==> config.mk <==
export PLATFORM = sky130hd
export DESIGN_NAME = wide_integer_alu_unit
export DESIGN_NICKNAME = d
export VERILOG_FILES = /design/src/rtl/core/wia_pkg.sv /design/src/rtl/core/wia_addsub.sv /design/src/rtl/core/wide_integer_alu_unit.sv
export SDC_FILE = /design/constraint.sdc
export NUM_CORES = 2
export LEC_CHECK = 0
export BUFFER_PORTS_ARGS = -buffer_cell sky130_fd_sc_hd__buf_2
export CORE_AREA = 8 8 402 364
export CTS_CLUSTER_SIZE = 10
export DETAILED_ROUTE_END_ITERATION = 10
export DIE_AREA = 0 0 410 372
export PLACE_DENSITY = 0.83
export SLEW_MARGIN = 10
export SYNTH_ARGS = -nofsm -noshare
export SYNTH_HDL_FRONTEND = slang
export SYNTH_SLANG_ARGS = --single-unit
==> constraint.sdc <==
create_clock -name clock -period 26.2 [get_ports clock]
set_input_delay 2.62 -clock clock [delete_from_list [all_inputs] [get_ports clock]]
set_output_delay 2.62 -clock clock [all_outputs]
set_load 0.03 [all_outputs]
==> src/rtl/core/wia_pkg.sv <==
// Package for the wide integer ALU: operation codes and the limb width.
// No dependencies.
package wia_pkg;

   localparam int unsigned LIMB_BITS = 64;

   typedef enum logic [1:0] {
      OP_ADD = 2'd0,
      OP_SUB = 2'd1,
      OP_MUL = 2'd2,
      OP_DIV = 2'd3
   } op_type;

endpackage

==> src/rtl/core/wia_addsub.sv <==
// Shared add/subtract unit of the wide integer ALU, DATA_BITS wide, combinational.
// Depends on nothing; instantiated by wide_integer_alu_unit.
module wia_addsub #(
   parameter int unsigned DATA_BITS = 192
) (
   input  logic [DATA_BITS-1:0] x,
   input  logic [DATA_BITS-1:0] y,
   input  logic                 sub,
   output logic [DATA_BITS-1:0] sum,
   output logic                 carry
);

   logic [DATA_BITS:0] full;

   // subtract as x + ~y + 1; carry high means no borrow
   assign full  = {1'b0, x} + {1'b0, (sub ? ~y : y)} + {{DATA_BITS{1'b0}}, sub};
   assign sum   = full[DATA_BITS-1:0];
   assign carry = full[DATA_BITS];

endmodule

==> src/rtl/core/wide_integer_alu_unit.sv <==
// Top level of the wide integer ALU: sequencer, operand registers, result register.
// Depends on wia_pkg and wia_addsub.
//
// Unsigned DATA_BITS-wide integer unit. A request carries two operands as three
// 64-bit limbs and an operation: add, subtract, multiply (all modulo
// 2^DATA_BITS) or divide giving quotient and remainder. Operand bits above
// DATA_BITS are ignored. One request is worked at a time. Add and subtract
// present the result in the cycle after acceptance. Multiply and divide run one
// shift-add or shift-subtract step per operand bit through the single shared
// adder before presenting the result. A new request is taken the cycle after
// the result is taken. A zero divisor returns a zero quotient, the dividend as
// remainder and div_by_zero, in the cycle after acceptance. req_stall is high
// while a request is in progress or its result is still held in the output
// register waiting to be taken.
module wide_integer_alu_unit #(
   parameter int unsigned DATA_BITS = 192
) (
   input  logic        clock,
   input  logic        reset,
   input  logic        req_valid,
   output logic        req_stall,
   input  logic [1:0]  req_type,
   input  logic [63:0] a_word0,
   input  logic [63:0] a_word1,
   input  logic [63:0] a_word2,
   input  logic [63:0] b_word0,
   input  logic [63:0] b_word1,
   input  logic [63:0] b_word2,
   output logic        rsp_valid,
   input  logic        rsp_stall,
   output logic [63:0] r_word0,
   output logic [63:0] r_word1,
   output logic [63:0] r_word2,
   output logic [63:0] rem_word0,
   output logic [63:0] rem_word1,
   output logic [63:0] rem_word2,
   output logic        div_by_zero
);

   localparam int unsigned FULL_BITS = 3 * wia_pkg::LIMB_BITS;
   localparam int unsigned CNT_BITS  = $clog2(DATA_BITS + 1);

   typedef enum logic [1:0] {
      ST_IDLE,
      ST_RUN,
      ST_DONE
   } state_type;

   state_type                 state_ff,  state_in;
   wia_pkg::op_type           op_ff,     op_in;
   logic [DATA_BITS-1:0]      x_ff,      x_in;   // mul: shifted multiplicand; div: dividend
   logic [DATA_BITS-1:0]      y_ff,      y_in;   // mul: multiplier; div: divisor
   logic [DATA_BITS-1:0]      acc_ff,    acc_in; // mul: product; div: partial remainder
   logic [DATA_BITS-1:0]      quo_ff,    quo_in;
   logic [CNT_BITS-1:0]       cnt_ff,    cnt_in;
   logic                      rvalid_ff, rvalid_in;
   logic [FULL_BITS-1:0]      res_ff,    res_in;
   logic [FULL_BITS-1:0]      rem_ff,    rem_in;
   logic                      dz_ff,     dz_in;

   logic [FULL_BITS-1:0]      a_full, b_full;
   logic [DATA_BITS-1:0]      a_cut,  b_cut;
   logic [DATA_BITS-1:0]      add_x,  add_y, add_sum;
   logic                      add_sub, add_carry;
   logic [DATA_BITS-1:0]      rem_sh;
   logic                      rem_out;
   logic                      accept, deliver;

   assign a_full = {a_word2, a_word1, a_word0};
   assign b_full = {b_word2, b_word1, b_word0};
   assign a_cut  = a_full[DATA_BITS-1:0];
   assign b_cut  = b_full[DATA_BITS-1:0];

   assign req_stall = (state_ff != ST_IDLE);
   assign accept    = req_valid && !req_stall;
   assign deliver   = rvalid_ff && !rsp_stall;

   // restoring division: shift in the next dividend bit
   assign rem_sh  = {acc_ff[DATA_BITS-2:0], x_ff[DATA_BITS-1]};
   assign rem_out = acc_ff[DATA_BITS-1];

   // operand selection for the one shared adder
   always_comb begin
      add_x   = acc_ff;
      add_y   = x_ff;
      add_sub = 1'b0;
      if (state_ff == ST_IDLE) begin
         add_x   = a_cut;
         add_y   = b_cut;
         add_sub = (wia_pkg::op_type'(req_type) == wia_pkg::OP_SUB);
      end else if (op_ff == wia_pkg::OP_DIV) begin
         add_x   = rem_sh;
         add_y   = y_ff;
         add_sub = 1'b1;
      end
   end

   wia_addsub #(
      .DATA_BITS (DATA_BITS)
   ) u_addsub (
      .x     (add_x),
      .y     (add_y),
      .sub   (add_sub),
      .sum   (add_sum),
      .carry (add_carry)
   );

   always_comb begin
      state_in  = state_ff;
      op_in     = op_ff;
      x_in      = x_ff;
      y_in      = y_ff;
      acc_in    = acc_ff;
      quo_in    = quo_ff;
      cnt_in    = cnt_ff;
      rvalid_in = rvalid_ff;
      res_in    = res_ff;
      rem_in    = rem_ff;
      dz_in     = dz_ff;
      unique case (state_ff)
         ST_IDLE: begin
            if (accept) begin
               op_in  = wia_pkg::op_type'(req_type);
               x_in   = a_cut;
               y_in   = b_cut;
               acc_in = '0;
               quo_in = '0;
               cnt_in = CNT_BITS'(DATA_BITS);
               rem_in = '0;
               dz_in  = 1'b0;
               res_in = '0;
               unique case (wia_pkg::op_type'(req_type))
                  wia_pkg::OP_ADD, wia_pkg::OP_SUB: begin
                     res_in[DATA_BITS-1:0] = add_sum;
                     rvalid_in             = 1'b1;
                     state_in              = ST_DONE;
                  end
                  wia_pkg::OP_DIV: begin
                     if (b_cut == '0) begin
                        rem_in[DATA_BITS-1:0] = a_cut;
                        dz_in                 = 1'b1;
                        rvalid_in             = 1'b1;
                        state_in              = ST_DONE;
                     end else begin
                        state_in = ST_RUN;
                     end
                  end
                  default: state_in = ST_RUN;
               endcase
            end
         end
         ST_RUN: begin
            cnt_in = cnt_ff - CNT_BITS'(1);
            if (op_ff == wia_pkg::OP_MUL) begin
               if (y_ff[0]) begin
                  acc_in = add_sum;
               end
               x_in = {x_ff[DATA_BITS-2:0], 1'b0};
               y_in = {1'b0, y_ff[DATA_BITS-1:1]};
            end else begin
               x_in = {x_ff[DATA_BITS-2:0], 1'b0};
               if (rem_out || add_carry) begin
                  acc_in = add_sum;
                  quo_in = {quo_ff[DATA_BITS-2:0], 1'b1};
               end else begin
                  acc_in = rem_sh;
                  quo_in = {quo_ff[DATA_BITS-2:0], 1'b0};
               end
            end
            if (cnt_ff == CNT_BITS'(1)) begin
               res_in = '0;
               rem_in = '0;
               if (op_ff == wia_pkg::OP_MUL) begin
                  res_in[DATA_BITS-1:0] = acc_in;
               end else begin
                  res_in[DATA_BITS-1:0] = quo_in;
                  rem_in[DATA_BITS-1:0] = acc_in;
               end
               rvalid_in = 1'b1;
               state_in  = ST_DONE;
            end
         end
         ST_DONE: begin
            if (deliver) begin
               rvalid_in = 1'b0;
               state_in  = ST_IDLE;
            end
         end
         default: state_in = ST_IDLE;
      endcase
   end

   always_ff @(posedge clock) begin
      if (reset) begin
         state_ff  <= ST_IDLE;
         rvalid_ff <= 1'b0;
         cnt_ff    <= '0;
      end else begin
         state_ff  <= state_in;
         rvalid_ff <= rvalid_in;
         cnt_ff    <= cnt_in;
      end
      op_ff  <= op_in;
      x_ff   <= x_in;
      y_ff   <= y_in;
      acc_ff <= acc_in;
      quo_ff <= quo_in;
      res_ff <= res_in;
      rem_ff <= rem_in;
      dz_ff  <= dz_in;
   end

   assign rsp_valid   = rvalid_ff;
   assign r_word0     = res_ff[63:0];
   assign r_word1     = res_ff[127:64];
   assign r_word2     = res_ff[191:128];
   assign rem_word0   = rem_ff[63:0];
   assign rem_word1   = rem_ff[127:64];
   assign rem_word2   = rem_ff[191:128];
   assign div_by_zero = dz_ff;

   // result valid exactly while the sequencer sits in DONE
   a_valid_done: assert property (@(posedge clock) disable iff (reset)
      rsp_valid == (state_ff == ST_DONE))
      else $error("rsp_valid out of step with sequencer");

   // the step counter only runs down while iterating
   a_cnt_run: assert property (@(posedge clock) disable iff (reset)
      (state_ff == ST_RUN) |-> (cnt_ff != '0))
      else $error("iteration counter exhausted in RUN");

   // flag only on a divide
   a_dz_div: assert property (@(posedge clock) disable iff (reset)
      (rsp_valid && div_by_zero) |-> (op_ff == wia_pkg::OP_DIV))
      else $error("div_by_zero on non-divide");

   // a delivered result frees the unit next cycle
   a_free: assert property (@(posedge clock) disable iff (reset)
      (rsp_valid && !rsp_stall) |=> !req_stall)
      else $error("unit not freed after delivery");

endmodule
# Yosys cells after proc, flatten, opt, wreduce, memory -nomap -nowiden
# Index checks and enable logic that the tools add are counted.
# classes
n_addsub	3
bitwise_logic	1
reduce_logical	18
eq_ne	13
mux	46
# op_table
cell	count
$mux 192	22
$pmux 192 s2	6
$add 192x192->193	1
$add 193x1->193	1
$logic_not 192->1	1
$not 192->192	1
$pmux 8 s2	1
$reduce_and 3->1	3
$eq 2x2->1 const B	4
$eq 8x1->1 const B	1
$mux 1	8
$mux 2	4
$mux 8	1
$ne 2x2->1 const B	4
$sub 8x1->8 const B	1
$pmux 2 s3	1
$reduce_and 6->1	1
$eq 2x1->1 const B	2
$logic_not 2->1	2
$pmux 2 s2	1
$reduce_and 2->1	2
$reduce_bool 2->1	2
$ne 3x1->1 const B	1
$ne 3x3->1 const B	1
other kinds (7)	9
# word_totals
inputBits	390
out_inout_bits	387
reg_bits	1166
word_cells	92

# Logic depth before layout (Yosys ltp)
# logic_depth
depth_word	13
ltp_mapped	25
depth_no_buf	20

# Modules after synthesis
# Synthesis repeated with hierarchy kept, for this count alone.
# hier_totals
cells_unflattened	9082
area_unflattened_um2	78287.6
# by_module_without_submodules
module	cells_per_inst	area_each_um2	n_inst	seq_area_each_um2
wide_integer_alu_unit	6692	62555.0	1	34873.4
wia_addsub	2390	15732.6	1	0.0

# Worst setup path before layout
# OpenSTA, ideal clock, no wires.
# synth_path
kind	in2reg
from	input req_valid
to	register rvalid_ff (netlist: rsp_valid)
setup_slack_ns	5.580
setup_time_ns	0.124
t_required_ns	26.076
path_stages	6
arrival_time_ns	20.497
path_buffers	0
cell_sequence	nor2_1 a21oi_1 nor2_1 nor2_1 a22oi_1 nor2_1
# synth_between
elab_chain_cells	3
# synth_rtl
item	line_no	source
start: declaration	wide_integer_alu_unit.sv:20	input logic req_valid,
$logic_and 1x1->1	wide_integer_alu_unit.sv:75	assign accept = req_valid && !req_stall;
$ne 2x2->1 (no source line)	n/a	
$reduce_and 6->1 (no source line)	n/a	
end signal: assignment	wide_integer_alu_unit.sv:200	rvalid_ff <= rvalid_in;
end: declaration	wide_integer_alu_unit.sv:56	logic rvalid_ff, rvalid_in;
# No other way between the ends.
# A chain may end at the register's enable or synchronous reset.

# Worst setup path after layout
# layout_path
from	input req_type[0]
to	register acc_ff[48] (data pin)
# layout_between
elab_chain_cells	9
word_cells_on_any_way	10
cone_classes	2 x add/sub; 1 x eq/ne; 6 x mux; 1 x reduce/logical
# layout_rtl
item	line_no	source
start: declaration	wide_integer_alu_unit.sv:22	input logic [1:0] req_type,
$eq 2x1->1 *	wide_integer_alu_unit.sv:90	add_sub = (wia_pkg::op_type'(req_type) == wia_pkg::OP_SUB);
$mux 1 *	wide_integer_alu_unit.sv:87	if (state_ff == ST_IDLE) begin
$mux 192	wia_addsub.sv:16	assign full = {1'b0, x} + {1'b0, (sub ? ~y : y)} + {{DATA_BITS{1'b0}}, sub};
$add 192x192->193	wia_addsub.sv:16	
$add 193x1->193 *	wia_addsub.sv:16	
$logic_or 1x1->1	wide_integer_alu_unit.sv:162	if (rem_out || add_carry) begin
$mux 192	wide_integer_alu_unit.sv:162	
$mux 192 *	wide_integer_alu_unit.sv:154	if (op_ff == wia_pkg::OP_MUL) begin
$pmux 192 s2 *	wide_integer_alu_unit.sv:120	unique case (state_ff)
end signal: assignment	wide_integer_alu_unit.sv:206	acc_ff <= acc_in;
end: declaration	wide_integer_alu_unit.sv:53	logic [DATA_BITS-1:0] acc_ff, acc_in;
# Mark *: on every way between the ends. The rest lies on a longest branch, timed or not.

==> impl_results.md <==
- Synth top area share: 0.4554
- Vias in the first global route: a little over 70000
- CP Cell Sequence: buf_2, nor3b_1, a21oi_4, buf_4, buf_12, xor2_1, ha_1, a21oi_1, o21ai_1, a21oi_1, or3_1, a31oi_1, a31o_2, a21oi_1, o22ai_1, o21ai_1, nand2_8, buf_4, buf_4, mux2i_1, o22ai_1
- CTS tree: yes
- Synth async-reset ratio: 0
- Slowest cell delay on critical path: roughly 0.98 ns
- Type of the most critical hold path: reg2reg
- CTS Buffer Depth: 3
- Leakage power total: approximately 0.035 uW
- Status: complete, no violations
- Post-synthesis sequential area ratio: 0.4583
- Die width: around 410 um
- WL final: about 330000 um
- First drt pass iteration count: 7
- Critical path fanouts, max: ~130
- Core ar.: approximately 140000 um2
- Max Slew Vio Count: 0
- Final worst setup slack: 16.08 ns
- Synthesis Warnings: 0
- Crit Path Class: in2reg
- Via count: roughly 76000
- Max-cap violation count: 0
- Resize count post-CTS: 0
- Row count: 130
- Number of synthesized flops with an enable pin: between 1000 and 1500
- Count of cell types in the netlist: between 80 and 90
- Yosys reg bits: around 1200
- Gr ovfl total: 0
- # Post-CTS Setup Buffers: 0
- GRT Total Usage: 0.4149
- Final setup viols: 0
- Clk_skew: 0.04412 ns
- CTS buffer count: 140
- Fin crit share: 0.3862
- Avg Synthesized Cell Area: ~8.5 um2
- CP required: roughly 27 ns
- Routed WL per cell: between 20 and 30 um
- Cells after Synth: approximately 9000
- Final #Nets: roughly 9900
- Die Height: roughly 370 um
- CP Capture Type: flip-flop
- Slew Limit Headroom: 0.09167
- CP Launch Type: input pin
- Final ANT Viol Nets: 0
- Synth Cell Area: ~76000 um2
- Via/cell ratio: a little under 7
- Pin count of the biggest net entering global routing: between 150 and 200
- Final hold vios: 0
- I/O Buffers: about 780
- Largest cells by area after synthesis: edfxtp_1, nand2_1, a21oi_1
- Synth Flop Type: edfxtp_1
- H-tree levels: 4
- Yosys top cell by area: edfxtp_1
- Clock-pin slew on the worst setup and hold paths: approximately 0.060 ns
- Worst VDD drop: 0.00008757 V
- Initial DRC count: around 13000
- Worst slew pin tran: approximately 1.4 ns
- Area Growth Syn to Fin: 11.47%
- Place WS: roughly 16 ns
- Clk root buf: clkbuf_16
- Pwr Density: about 130 nW/um2
- CP arrival: about 11 ns
- Die ar.: around 150000 um2
- Setup TNS Final: 0 ns
- Crit path max-delay cell type: buf_4
- Initial antenna violation count: 42
- Final Critical Period: a little over 10 ns
- Fillers: roughly 12000
- Clk sinks: 1165
- Dpl hpwl: ~250000 um
- Starting density of the core: 0.5471
- RSZ-0062 raised after global routing: no
- Share of cells above drive strength 1: 0.1182
- Peak Freq: ~0.099 GHz
- GP Congestion: just over 1
- Syn_nets: roughly 9500
- DRC viols: 0
- Hold_buf cts: 0
- I/O pins: 777
- Worst-Skew Late Latency: around 0.78 ns
- First-pass GRT wire length: 479500 um
report_power, final:
group	switching [uW]	internal (uW)	leakage, uW
logic	4650	1800	0.0219
clock network	798	999	0.00191
registers	330	2740	0.0117
placed cells by master, fill, tap and decap left out, drive strengths merged, types with 82 or more instances in the layout:
cell type / Yosys / routed
nand2: 2772 / 2772
a21o: 150 / 150
nor2: 580 / 580
o22ai: 94 / 94
xor2: 261 / 261
xnor2: 116 / 116
inv: 87 / 92
a22oi: 82 / 82
a22o: 138 / 138
a21oi: 755 / 755
a31oi: 216 / 216
clkbuf: 572 / 164
o21bai: 112 / 112
edfxtp: 1154 / 1154
mux2i: 201 / 201
nand4: 150 / 150
o21ai: 637 / 637
ha: 193 / 193
buf: 61 / 869
stage by stage:
stage	cell area [um2]	util	instances	power [uW]	hold slack (ns)
4_1_cts	84770	0.6095	11230	11110	0.5214
5_1_grt	84790	0.6097	11230	11720	0.5527
2_1_floorplan	76090	-	8953	7197	0.4843
3_3_place_gp	80820	0.5812	11040	9267	0.4935
6_report	84820	0.6099	11250	11320	0.5299
3_5_place_dp	80820	0.5812	11040	9298	0.5052
layout make-up:
class / count / area, um2 / share of cell area
Multi-Input combinational cell: 7068 / 38640 / 0.4555
Sequential cell: 1165 / 34870 / 0.4112
Timing Repair Buffer: 869 / 4657 / 0.05491
Clock buffer: 164 / 3636 / 0.04287
Tap cell: 1848 / 2312 / 0.02726
Inverter: 87 / 342.8 / 0.004042
Clock inverter: 26 / 312.8 / 0.003688
Antenna cell: 19 / 47.55 / 0.0005606
critical path: cells and delay by family:
family                   cells  cell delay [ns]
buffers and inverters        5             3.18
adder cells (fa/ha/maj)      1             0.45
AO/OA/AOI/OAI               10             2.60
multiplexers                 1             0.34
XOR/XNOR                     1             0.15
AND/OR/NAND/NOR              3             0.92
sequential cells by signal, indices dropped and copies added (netlist names):
| name | cells |
|---|---|
| y_ff | 192 |
| op_ff | 2 |
| rsp_valid | 1 |
| res_ff | 192 |
| div_by_zero | 1 |
| x_ff | 192 |
| quo_ff | 191 |
| acc_ff | 192 |
| cnt_ff | 8 |
| state_ff | 2 |
| rem_ff | 192 |
kinds of logic after synthesis:
group | count (synthesis) | synth area share
AOI/OAI and AO/OA | 2441 | 0.1974
DFF | 1165 | 0.4583
muxes | 204 | 0.02689
and+or+nand+nor | 3852 | 0.2057
xor gates and xnor gates | 377 | 0.04359
buffers and inverters | 720 | 0.03605
adders and majority gates | 194 | 0.03200
per-layer routing:
metal | vias up | wire [um] | global-route usage
li1 | 32700 | - | -
met1 | 35950 | 122200 | 0.5358
met2 | 6198 | 147100 | 0.6434
met3 | 1033 | 44530 | 0.1180
met4 | 20 | 19930 | 0.2013
met5 | - | 114 | 0
synth_stat cells (8+ instances only):
master,n
and2_1,17
dfxtp_1,11
mux2i_1,201
a221oi_1,8
nand2_1,2769
ha_1,193
nand4_1,149
nor4_1,71
or2_1,8
nand2b_1,24
o21a_1,36
xnor2_1,114
buf_2,32
a22o_1,138
o31ai_1,11
nand3_1,42
o221ai_1,9
a221o_1,62
o21bai_1,112
clkbuf_1,572
a211o_1,13
edfxtp_1,1154
a21o_1,150
a222oi_1,8
nor2_1,579
nor3_1,57
a31oi_1,216
nor2b_1,17
o21ai_1,218
inv_1,84
a211oi_1,19
or3_1,21
buf_1,29
o211ai_1,23
a22oi_1,82
a21oi_1,753
and3_1,51
a21boi_0,13
o22ai_1,94
xor2_1,261
or2_2,17
o21ai_0,416
final timing paths:
path / start / endpoint / slack (ns) / depth (start not counted)
worst max register to register: state_ff[1]$_SDFFE_PP0P_ / acc_ff[48]$_SDFFCE_PN0P_ / 16.63 / 21
worst max-delay path: req_type[0] / acc_ff[48]$_SDFFCE_PN0P_ / 16.08 / 21
worst min register to register: x_ff[160]$_DFFE_PP_ / x_ff[161]$_DFFE_PP_ / 0.53 / 2
worst min-delay path: x_ff[160]$_DFFE_PP_ / x_ff[161]$_DFFE_PP_ / 0.53 / 2
Power figures use the tool's default switching activity.
